===== src/rtl/gcib_pkg.sv =====
// shared constants and elaboration-time functions for the great-circle bearing pipeline
package gcib_pkg;

    localparam int CORDIC_STEPS_DEF    = 20;
    localparam int ANGLE_FRAC_BITS_DEF = 24;

    // one turn in 1e-7 degree
    localparam logic signed [34:0] TURN_E7 = 35'sd3600000000;

    // turns conversion: q32 = floor((t * 2^22 + DIV_BIAS) / DIV_D)
    localparam logic [21:0] DIV_D = 22'd3515625;
    localparam logic [21:0] DIV_BIAS = 22'd1757812;
    // floor(2^54 / DIV_D) = 2^32 + RECIP_LO
    localparam logic [29:0] RECIP_LO = 30'd829128280;

    localparam logic [31:0] HALF_TURN = 32'h8000_0000;
    localparam logic [15:0] CENT_TURN = 16'd36000;

    // atan(2^-i) in q32 turns, rounded to nearest
    function automatic logic [31:0] atan_rom(input int i);
        logic [31:0] v;
        case (i)
            0:  v = 32'h2000_0000;
            1:  v = 32'h12E4_051E;
            2:  v = 32'h09FB_385B;
            3:  v = 32'h0511_11D4;
            4:  v = 32'h028B_0D43;
            5:  v = 32'h0145_D7E1;
            6:  v = 32'h00A2_F61E;
            7:  v = 32'h0051_7C55;
            8:  v = 32'h0028_BE53;
            9:  v = 32'h0014_5F2F;
            10: v = 32'h000A_2F98;
            11: v = 32'h0005_17CC;
            12: v = 32'h0002_8BE6;
            13: v = 32'h0001_45F3;
            14: v = 32'h0000_A2FA;
            15: v = 32'h0000_517D;
            16: v = 32'h0000_28BE;
            17: v = 32'h0000_145F;
            18: v = 32'h0000_0A30;
            19: v = 32'h0000_0518;
            20: v = 32'h0000_028C;
            21: v = 32'h0000_0146;
            22: v = 32'h0000_00A3;
            23: v = 32'h0000_0051;
            24: v = 32'h0000_0029;
            25: v = 32'h0000_0014;
            26: v = 32'h0000_000A;
            27: v = 32'h0000_0005;
            28: v = 32'h0000_0003;
            29: v = 32'h0000_0001;
            30: v = 32'h0000_0001;
            default: v = 32'h0000_0000;
        endcase
        return v;
    endfunction

    // shift-subtract long division, elaboration only
    function automatic logic [63:0] udiv64(input logic [63:0] n, input logic [63:0] d);
        logic [63:0] q;
        logic [63:0] r;
        q = '0;
        r = '0;
        for (int k = 63; k >= 0; k--) begin
            r = {r[62:0], n[k]};
            if (r >= d) begin
                r = r - d;
                q[k] = 1'b1;
            end
        end
        return q;
    endfunction

    // starting x of a rotation: 1/prod(sqrt(1+4^-i)) with frac fraction bits
    function automatic logic [63:0] gain_start(input int steps, input int frac);
        logic [63:0] p;
        logic [63:0] n;
        logic [63:0] r;
        logic [63:0] b;
        p = 64'd1 << 62;
        for (int i = 0; i < steps; i++) begin
            p = p - udiv64(p, (64'd1 << (2 * i)) + 64'd1);
        end
        n = p;
        r = '0;
        b = 64'd1 << 62;
        for (int k = 0; k < 32; k++) begin
            if (b > n) b = b >> 2;
        end
        for (int k = 0; k < 32; k++) begin
            if (b != 0) begin
                if (n >= r + b) begin
                    n = n - (r + b);
                    r = (r >> 1) + b;
                end else begin
                    r = r >> 1;
                end
                b = b >> 2;
            end
        end
        return (r + (64'd1 << (30 - frac))) >> (31 - frac);
    endfunction

endpackage


===== src/rtl/gcib_vec_cell.sv =====
// one cordic vectoring step for the arctangent
module gcib_vec_cell import gcib_pkg::*; #(
    parameter int W    = ANGLE_FRAC_BITS_DEF + 4,
    parameter int STEP = 0
) (
    input  logic                i_clk,
    input  logic                i_en,
    input  logic signed [W-1:0] i_x,
    input  logic signed [W-1:0] i_y,
    input  logic [31:0]         i_z,
    input  logic                i_zero,
    output logic signed [W-1:0] o_x,
    output logic signed [W-1:0] o_y,
    output logic [31:0]         o_z,
    output logic                o_zero
);

    localparam logic [31:0] ATAN = atan_rom(STEP);

    logic signed [W-1:0] dx;
    logic signed [W-1:0] dy;
    logic signed [W-1:0] n_x;
    logic signed [W-1:0] n_y;
    logic [31:0]         n_z;
    logic signed [W-1:0] r_x;
    logic signed [W-1:0] r_y;
    logic [31:0]         r_z;
    logic                r_zero;

    always_comb begin
        dx = i_y >>> STEP;
        dy = i_x >>> STEP;
        if (!i_y[W-1]) begin
            n_x = i_x + dx;
            n_y = i_y - dy;
            n_z = i_z + ATAN;
        end else begin
            n_x = i_x - dx;
            n_y = i_y + dy;
            n_z = i_z - ATAN;
        end
    end

    always_ff @(posedge i_clk) begin
        if (i_en) begin
            r_x    <= n_x;
            r_y    <= n_y;
            r_z    <= n_z;
            r_zero <= i_zero;
        end
    end

    assign o_x    = r_x;
    assign o_y    = r_y;
    assign o_z    = r_z;
    assign o_zero = r_zero;

endmodule


===== config.mk =====
export PLATFORM = sky130hd
export DESIGN_NAME = gcib_vec_cell
export DESIGN_NICKNAME = d
export VERILOG_FILES = /design/src/rtl/gcib_pkg.sv /design/src/rtl/gcib_vec_cell.sv
export SDC_FILE = /design/constraint.sdc
export NUM_CORES = 1
export LEC_CHECK = 0
export BUFFER_PORTS_ARGS = -buffer_cell sky130_fd_sc_hd__buf_2
export CAP_MARGIN = 20
export CORE_MARGIN = 4
export CORE_UTILIZATION = 55
export DETAILED_ROUTE_END_ITERATION = 7
export GPL_ROUTABILITY_DRIVEN = 0
export HOLD_SLACK_MARGIN = 0.02
export PLACE_DENSITY = 0.82
export SYNTH_ARGS = -nofsm -noshare
export SYNTH_HDL_FRONTEND = slang
export SYNTH_SLANG_ARGS = --single-unit

===== constraint.sdc =====
create_clock -name i_clk -period 3.25 [get_ports i_clk]
set_input_delay 0.1625 -clock i_clk [delete_from_list [all_inputs] [get_ports i_clk]]
set_output_delay 0.1625 -clock i_clk [all_outputs]
set_load 0.02 [all_outputs]

==> metrics.txt <==
Mapped Area=between 7000 and 8000 sq um; Synth Register Bits=between 80 and 90; DR iter-0 viols=776; H-tree Lvls=3; DR DRC count=0; clk slew on worst S/H paths=70 ps; initial core utilization=a little under three fifths; post-synthesis sequential area ratio=36.1%; clock power share=25.2%; Worst Path Max Fanout=14; clock sink total=88; vias per cell=5.82; Via Count=6781; Worst setup EP type=flip-flop; Setup TNS Final=0 ps; final hold vios=0; Pre-antenna DRT Iters=6; final core occ=69.4%; die width=123 microns; post-synth cell types=69; fin nets=1165; Worst Hold End=o_z[13]$_DFFE_PP_; Mapped Avg Cell Area=just over 9 sq um; antenna cells=0; Min-Delay Startpoint=i_z[13]; pwr/cell area=437 nW/um^2; Cell Area, Placed=approximately 8300 sq um; pin count of the biggest net entering global routing=89; Gate Count Post-Synth=798; CP arrival=2740 ps; WL final=20.2 mm; setup slack at placement=352 ps; Static Leak=roughly 0.0040 uW; hold_ws=about 30 ps; fmax=378 MHz; cell area after layout=8900 sq um; GRT met2 Usage=between 40 and 50%; Final min period=2650 ps; I/O Pins=180; synth cell count leaders=edfxtp_1, ha_1, inv_1, a21oi_1, nor2_1; Final WS setup=602 ps; RSZ-0062 raised after global routing=no; Hold WC Path Type=input pin to flip-flop; number of global-route vias before repair=6278; core area=12800 sq um; Sequential Power Share=38.4%; Layout area overhead=21.6%; Worst Max-Slew Pin Slew=about 730 ps; first-pass GRT wire length=between 30 and 40 mm; required time of the critical path=3350 ps; Async SR Flop Fraction=0%; Yosys top cell area share=36.1%; initial antenna violation count=0; busiest grt layer=met2; M3 GR Usage=3.84%; hold depth=1; Setup Buffers After CTS=0; status=complete, no violations; GR Overflow Total=0; Post-synth EDFFs=88; syn_nets=974; fraction of layout cells with a size suffix above 1=22.1%; Tcrit/Tclk final=between 80% and 90%; Slew Limit Fails=0; final setup fails=0; Slew HR=around 51%; Post-DRT Antenna Nets=0; largest cells by area after synthesis=edfxtp_1, ha_1, xnor2_1; Root Driver=clkbuf_16; PortBufs=179; GR Util met1=roughly a third; max-cap viol count=0; CTS tree=built; Critical Setup Path Class=input pin to flip-flop; Detailed Place HPWL=15.4 mm; Psw=1390 uW; clk buf depth=2; die height=roughly 120 microns; full die area=15200 sq um; VDD IR max=roughly 0.33 mV; CP Launch Type=input pin; Synth Flop Type=edfxtp_1; CTS Buf Count=9; Sw Ratio=between 30% and 40%; per-cell routed wire length=17.3 microns; Ys Warns=0; all-layer global routing usage=25.7%; # rows=41; dominant cell type by area after synthesis=edfxtp_1; Comb pwr share=36.4%; internal power=2500 uW; most numerous cell in the Yosys netlist=edfxtp_1
worst max-delay path by stage:
stage | startpoint | to | slack [ps]
2_1_floorplan | i_x[0] | o_x[24]$_DFFE_PP_ | 820
3_3_place_gp | i_x[0] | o_x[24]$_DFFE_PP_ | 460
3_5_place_dp | i_x[0] | o_x[24]$_DFFE_PP_ | 350
4_1_cts | i_x[0] | o_x[24]$_DFFE_PP_ | 690
5_1_grt | i_x[10] | o_x[24]$_DFFE_PP_ | 500
6_report | i_x[10] | o_x[27]$_DFFE_PP_ | 600
what timing repair did:
action	in CTS	in global routing
hold buffers	26	0
resized for setup	0	0
hold endpoints to repair	26	0
placed cells by master (no fill, tap or decap), types with 18 or more instances in the layout:
| master | netlist | final |
|---|---|---|
| buf_2 | 13 | 178 |
| edfxtp_1 | 88 | 88 |
| ha_1 | 81 | 81 |
| inv_1 | 78 | 78 |
| a21oi_1 | 76 | 76 |
| nor2_1 | 71 | 71 |
| xnor2_1 | 45 | 45 |
| nand2_1 | 43 | 43 |
| o21ai_0 | 43 | 43 |
| dlygate4sd3_1 | 0 | 26 |
| nor3_1 | 19 | 19 |
| a21o_1 | 18 | 18 |
cell families after synthesis:
kind of cell	share of synthesized area, %
fa+ha+maj	14.9
simple gates	13.8
xor+xnor	6.22
flops	36.1
buf+inv	6.53
mux	1.37
compound gates	21.1
critical path, stage by stage:
cell and delay (ps):
buf_2 100, inv_1 40, ha_1 580, nand4_1 220, nor2_1 220, nand2_1 120, o211ai_1 270, a21boi_0 190
o31ai_1 470, o221ai_1 200, xnor2_1 150
per-layer routing:
| metal | up-vias | wire length, microns |
|---|---|---|
| li1 | 3207 | - |
| met4 | 0 | 671 |
| met1 | 3091 | 8190 |
| met5 | - | 0 |
| met3 | 58 | 2090 |
| met2 | 425 | 9260 |
metrics by stage:
step	total power, uW	instances
finish	3890	1166
global route	4080	1166
CTS	3870	1165
detailed placement	2880	1123
global placement	2850	1123
floorplan	2430	798
power groups by stage:
stage	Clock, uW	Sequential [uW]	Combinational (uW)
finish	981	1490	1410
global route	1040	1510	1530
CTS	990	1500	1390
detailed placement	0	1520	1360
global placement	0	1510	1340
floorplan	0	1720	707
sequential cells by signal, summed over array words and instances, names as in the netlist:
register / count
o_zero: 1
o_z: 32
o_x: 27
o_y: 28
layout make-up:
class	instances	area, sq um
clock buffers	9	225
well taps	172	215
fillers	1050	3920
flip-flops and latches	88	2640
inverters	83	312
repair buffers	215	1250
clock inverters	7	56.3
multi-input cells	592	4200
(Power assumes the default switching activity.)
