--- src/rtl/gcib_pkg.sv ---
// shared constants and elaboration-time functions for the great-circle bearing pipeline
package gcib_pkg;

    localparam int CORDIC_STEPS_DEF    = 20;
    localparam int ANGLE_FRAC_BITS_DEF = 24;

    // one turn in 1e-7 degree
    localparam logic signed [34:0] TURN_E7 = 35'sd3600000000;

    // turns conversion: q32 = floor((t * 2^22 + DIV_BIAS) / DIV_D)
    localparam logic [21:0] DIV_D = 22'd3515625;
    localparam logic [21:0] DIV_BIAS = 22'd1757812;
    // floor(2^54 / DIV_D) = 2^32 + RECIP_LO
    localparam logic [29:0] RECIP_LO = 30'd829128280;

    localparam logic [31:0] HALF_TURN = 32'h8000_0000;
    localparam logic [15:0] CENT_TURN = 16'd36000;

    // atan(2^-i) in q32 turns, rounded to nearest
    function automatic logic [31:0] atan_rom(input int i);
        logic [31:0] v;
        case (i)
            0:  v = 32'h2000_0000;
            1:  v = 32'h12E4_051E;
            2:  v = 32'h09FB_385B;
            3:  v = 32'h0511_11D4;
            4:  v = 32'h028B_0D43;
            5:  v = 32'h0145_D7E1;
            6:  v = 32'h00A2_F61E;
            7:  v = 32'h0051_7C55;
            8:  v = 32'h0028_BE53;
            9:  v = 32'h0014_5F2F;
            10: v = 32'h000A_2F98;
            11: v = 32'h0005_17CC;
            12: v = 32'h0002_8BE6;
            13: v = 32'h0001_45F3;
            14: v = 32'h0000_A2FA;
            15: v = 32'h0000_517D;
            16: v = 32'h0000_28BE;
            17: v = 32'h0000_145F;
            18: v = 32'h0000_0A30;
            19: v = 32'h0000_0518;
            20: v = 32'h0000_028C;
            21: v = 32'h0000_0146;
            22: v = 32'h0000_00A3;
            23: v = 32'h0000_0051;
            24: v = 32'h0000_0029;
            25: v = 32'h0000_0014;
            26: v = 32'h0000_000A;
            27: v = 32'h0000_0005;
            28: v = 32'h0000_0003;
            29: v = 32'h0000_0001;
            30: v = 32'h0000_0001;
            default: v = 32'h0000_0000;
        endcase
        return v;
    endfunction

    // shift-subtract long division, elaboration only
    function automatic logic [63:0] udiv64(input logic [63:0] n, input logic [63:0] d);
        logic [63:0] q;
        logic [63:0] r;
        q = '0;
        r = '0;
        for (int k = 63; k >= 0; k--) begin
            r = {r[62:0], n[k]};
            if (r >= d) begin
                r = r - d;
                q[k] = 1'b1;
            end
        end
        return q;
    endfunction

    // starting x of a rotation: 1/prod(sqrt(1+4^-i)) with frac fraction bits
    function automatic logic [63:0] gain_start(input int steps, input int frac);
        logic [63:0] p;
        logic [63:0] n;
        logic [63:0] r;
        logic [63:0] b;
        p = 64'd1 << 62;
        for (int i = 0; i < steps; i++) begin
            p = p - udiv64(p, (64'd1 << (2 * i)) + 64'd1);
        end
        n = p;
        r = '0;
        b = 64'd1 << 62;
        for (int k = 0; k < 32; k++) begin
            if (b > n) b = b >> 2;
        end
        for (int k = 0; k < 32; k++) begin
            if (b != 0) begin
                if (n >= r + b) begin
                    n = n - (r + b);
                    r = (r >> 1) + b;
                end else begin
                    r = r >> 1;
                end
                b = b >> 2;
            end
        end
        return (r + (64'd1 << (30 - frac))) >> (31 - frac);
    endfunction

endpackage

--- src/rtl/gcib_div_cell.sv ---
// degree-to-turn conversion by reciprocal multiplication and one remainder correction
module gcib_div_cell import gcib_pkg::*; (
    input  logic        i_clk,
    input  logic        i_en,
    input  logic [31:0] i_t,
    output logic [31:0] o_q
);

    // estimate t + (t*RECIP_LO >> 32) is short by zero or one;
    // the remainder lies below 2*DIV_D, so its low 23 bits settle it
    logic [61:0] n_prod;
    logic [31:0] n_q0;
    logic [22:0] n_m2;
    logic [22:0] n_rem;
    logic        n_ge;
    logic [31:0] r_t;
    logic [61:0] r_prod;
    logic [31:0] r_q0;
    logic        r_lsb;
    logic [31:0] r_q1;
    logic [22:0] r_m2;
    logic [22:0] r_nlo;
    logic [31:0] r_q;

    always_comb begin
        n_prod = {30'd0, i_t} * {32'd0, RECIP_LO};
        n_q0   = r_t + {2'b00, r_prod[61:32]};
        n_m2   = r_q0[22:0] * {1'b0, DIV_D};
        n_rem  = r_nlo - r_m2;
        n_ge   = (n_rem >= {1'b0, DIV_D});
    end

    always_ff @(posedge i_clk) begin
        if (i_en) begin
            r_t    <= i_t;
            r_prod <= n_prod;
            r_q0   <= n_q0;
            r_lsb  <= r_t[0];
            r_q1   <= r_q0;
            r_m2   <= n_m2;
            r_nlo  <= {r_lsb, DIV_BIAS};
            r_q    <= r_q1 + {31'd0, n_ge};
        end
    end

    assign o_q = r_q;

endmodule

--- config.mk ---
export PLATFORM = sky130hd
export DESIGN_NAME = gcib_div_cell
export DESIGN_NICKNAME = d
export VERILOG_FILES = /design/src/rtl/gcib_pkg.sv /design/src/rtl/gcib_div_cell.sv
export SDC_FILE = /design/constraint.sdc
export NUM_CORES = 2
export LEC_CHECK = 0
export BUFFER_PORTS_ARGS = -buffer_cell sky130_fd_sc_hd__buf_2
export CORE_AREA = 8 8 269 271
export DETAILED_ROUTE_END_ITERATION = 10
export DIE_AREA = 0 0 277 279
export GPL_TIMING_DRIVEN = 0
export PLACE_DENSITY = 0.68
export SETUP_SLACK_MARGIN = 0.15
export SYNTH_ARGS = -nofsm -noshare
export SYNTH_HDL_FRONTEND = slang
export SYNTH_SLANG_ARGS = --single-unit
--- constraint.sdc ---
create_clock -name i_clk -period 6.8 [get_ports i_clk]
set_input_delay 0.68 -clock i_clk [delete_from_list [all_inputs] [get_ports i_clk]]
set_output_delay 0.68 -clock i_clk [all_outputs]
set_load 0.1 [all_outputs]
==> run summary <==
Outcome: finished, violations left
Failing checks: negative setup slack
Fin. Hold Viols: 0
CTS tree: done
Fill cells: 6397
Number of global-route vias before repair: 18349
Clock skew: 0.0103 ns
Worst Tran Pin Value: 0.704 ns
Die ar.: 0.0773 mm2
Worst EP required: 7.01 ns
Final hold slack: 0.422 ns
Setup CP Type: primary input to register
Nets: 3500
Footprint of the multi-input gates: 0.0190 mm2
Vias/cell: 4.81
Layout cell share with drive strength beyond 1: 0.0812
Port bufs: 65
Die height: 279 um
Setup slack after layout: -0.366 ns
Gr usage total: 0.158
Initial cell density of the core: 0.396
Slowest stage cell, crit path: fa_2
CTS Buffer Depth: 2
Final slew viol count: 0
Area contributors post-synth: fa_1 (34%), ha_1 (20%), edfxtp_1 (20%)
Post-DP HPWL: 51000 um
Worst Setup SP: i_t[15]
Final WL: 59300 um
Synth top area share: 0.339
Largest net degree at the start of global routing: 95
MaxCap Viol Count: 0
Worst path arrival time: 7.37 ns
Rows: 96
Clk root buf: clkbuf_16
Async SR Flop Fraction: 0
Worst skew pair latency: 0.45 ns
CP Max Fanout: 8
Post-DRT Antenna Nets: 0
WL per Instance: 17.1 um
DR pass1 iterations: 5
Remaining global-route overflow: 0
Commonest non-fill, non-tap cell in the layout: inv_1
Initial drt markers: 924
Cts bufs inserted: 17
Core footprint: 0.0680 mm2
Fin crit period: 7.17 ns
Clk sinks: 180
Critical R2R Launch: r_q0[2]
Initial antenna violation count: 1
First-pass GRT wire length: 95600 um
Post-Syn Instances: 2457
Max incr delay on CP: 0.61 ns
Synth Flop Type: edfxtp_1
Clk pin slew, worst setup/hold paths: 0.07 ns
CP endpoint kind: register
GPL Wtd Cong: 0.918
DRC Markers: 0
Slew headroom: 0.529
HP Start: r_q0[30]
Post-synth EDFFs: 180
Register area: 0.00541 mm2
Hold WC Path Type: register to register
H-tree depth reported by CTS: 4
Seq/Total Area, Yosys: 0.201
Die width: 277 um
Post-synthesis net count: 3384
Tcrit/Tclk final: 1.05
Synth area leader: fa_1
Max Fclk: 140 MHz
Routed via count: 16698
Post-Synthesis Cell Area: 0.0269 mm2
Io pins: 66
Avg Cell Area, Syn: 11.0 um2
Setup WS pre-CTS: -1.25 ns
RSZ-0062 raised after global routing: true
Cts hold-fix bufs: 0
Area Growth Syn to Fin: 10.6%
Most frequent cells in the layout: inv_1 (751), fa_1 (443), ha_1 (434)
Fin util: 0.438
#FFs+latches synth: 180
Yosys Warn Count: 0
Critical Path Start Type: primary input
Endpoints failing setup: 23
Netlist cell types: 60
sequential cells by signal (all words and copies together), names as in the netlist:
name    flops
r_q1       32
r_q0       32
r_nlo       1
o_q        32
r_t        32
r_prod     30
r_lsb       1
r_m2       20
through the flow:
step           std cells  area (um2)  setup TNS (ns)
2_1_floorplan       2457       27000           -1.03
3_3_place_gp        3404       28400          -21.68
3_5_place_dp        3405       28400          -23.45
4_1_cts             3452       29500           -5.11
5_1_grt             3468       29800           -9.05
6_report            3469       29800           -5.00
worst max-delay path: cells and delay by family:
family	cells	cell delay, ns
simple gates	1	0.27
compound gates	8	1.93
xor+xnor	1	0.13
buf+inv	7	0.61
fa+ha+maj	8	3.75
per-layer routing:
metal,vias up,track usage,share of wire
met5,-,0,0.00022
met4,2,0.0439,0.024
met3,76,0.0253,0.048
met2,344,0.288,0.51
met1,8343,0.193,0.42
li1,7933,-,-
cell usage after synthesis, types with 6 or more instances:
| cell | instances |
|---|---|
| inv_1 | 767 |
| fa_1 | 456 |
| ha_1 | 437 |
| edfxtp_1 | 180 |
| xnor2_1 | 97 |
| nor2_1 | 67 |
| a21oi_1 | 65 |
| xor2_1 | 50 |
| nand2_1 | 46 |
| o21ai_0 | 43 |
| a21o_1 | 35 |
| nand3_1 | 25 |
| and3_1 | 14 |
| nor2b_1 | 13 |
| nand2b_1 | 12 |
| nor3_1 | 12 |
| and2_1 | 11 |
| o21bai_1 | 11 |
| a31oi_1 | 10 |
| o21a_1 | 9 |
| a211oi_1 | 8 |
| nand4_1 | 8 |
| and4_1 | 6 |
worst paths after layout:
path                endpoint  slack [ns]  cells after the start
setup / recovery  r_prod[47]       -0.37                     25
hold / removal      r_q1[30]        0.42                      0
setup reg to reg    r_m2[21]        0.98                     20
hold reg to reg     r_q1[30]        0.42                      0
layout make-up:
cell class,count,area share
Clock buffer,18,0.0144
Timing Repair Buffer,97,0.0264
Inverter,767,0.0970
Buffer,1,0.000126
Tap cell,882,0.0371
Antenna cell,1,0.0000841
Multi-Input combinational cell,1509,0.637
Clock inverter,14,0.00622
Sequential cell,180,0.182
cells by family (layout without fill, tap and decap cells):
| group | count (synthesis) | count (layout) | synth area share |
|---|---|---|---|
| fa+ha+maj | 893 | 893 | 0.542 |
| flops | 180 | 180 | 0.201 |
| buf+inv | 768 | 897 | 0.107 |
| other cells | 0 | 1 | 0 |
| xor+xnor | 147 | 147 | 0.0478 |
| simple gates | 232 | 232 | 0.0429 |
| compound gates | 237 | 237 | 0.0589 |
timing repair:
action,in CTS,in global routing
gates resized for setup,84,38
endpoints found under the setup margin,25,27
gates cloned,0,0
pin swaps,43,25
buffers inserted,15,16
Power is left out: the tool's default activity adds up to more than one toggle a clock period on the data nets, which glitch-free logic cannot reach.
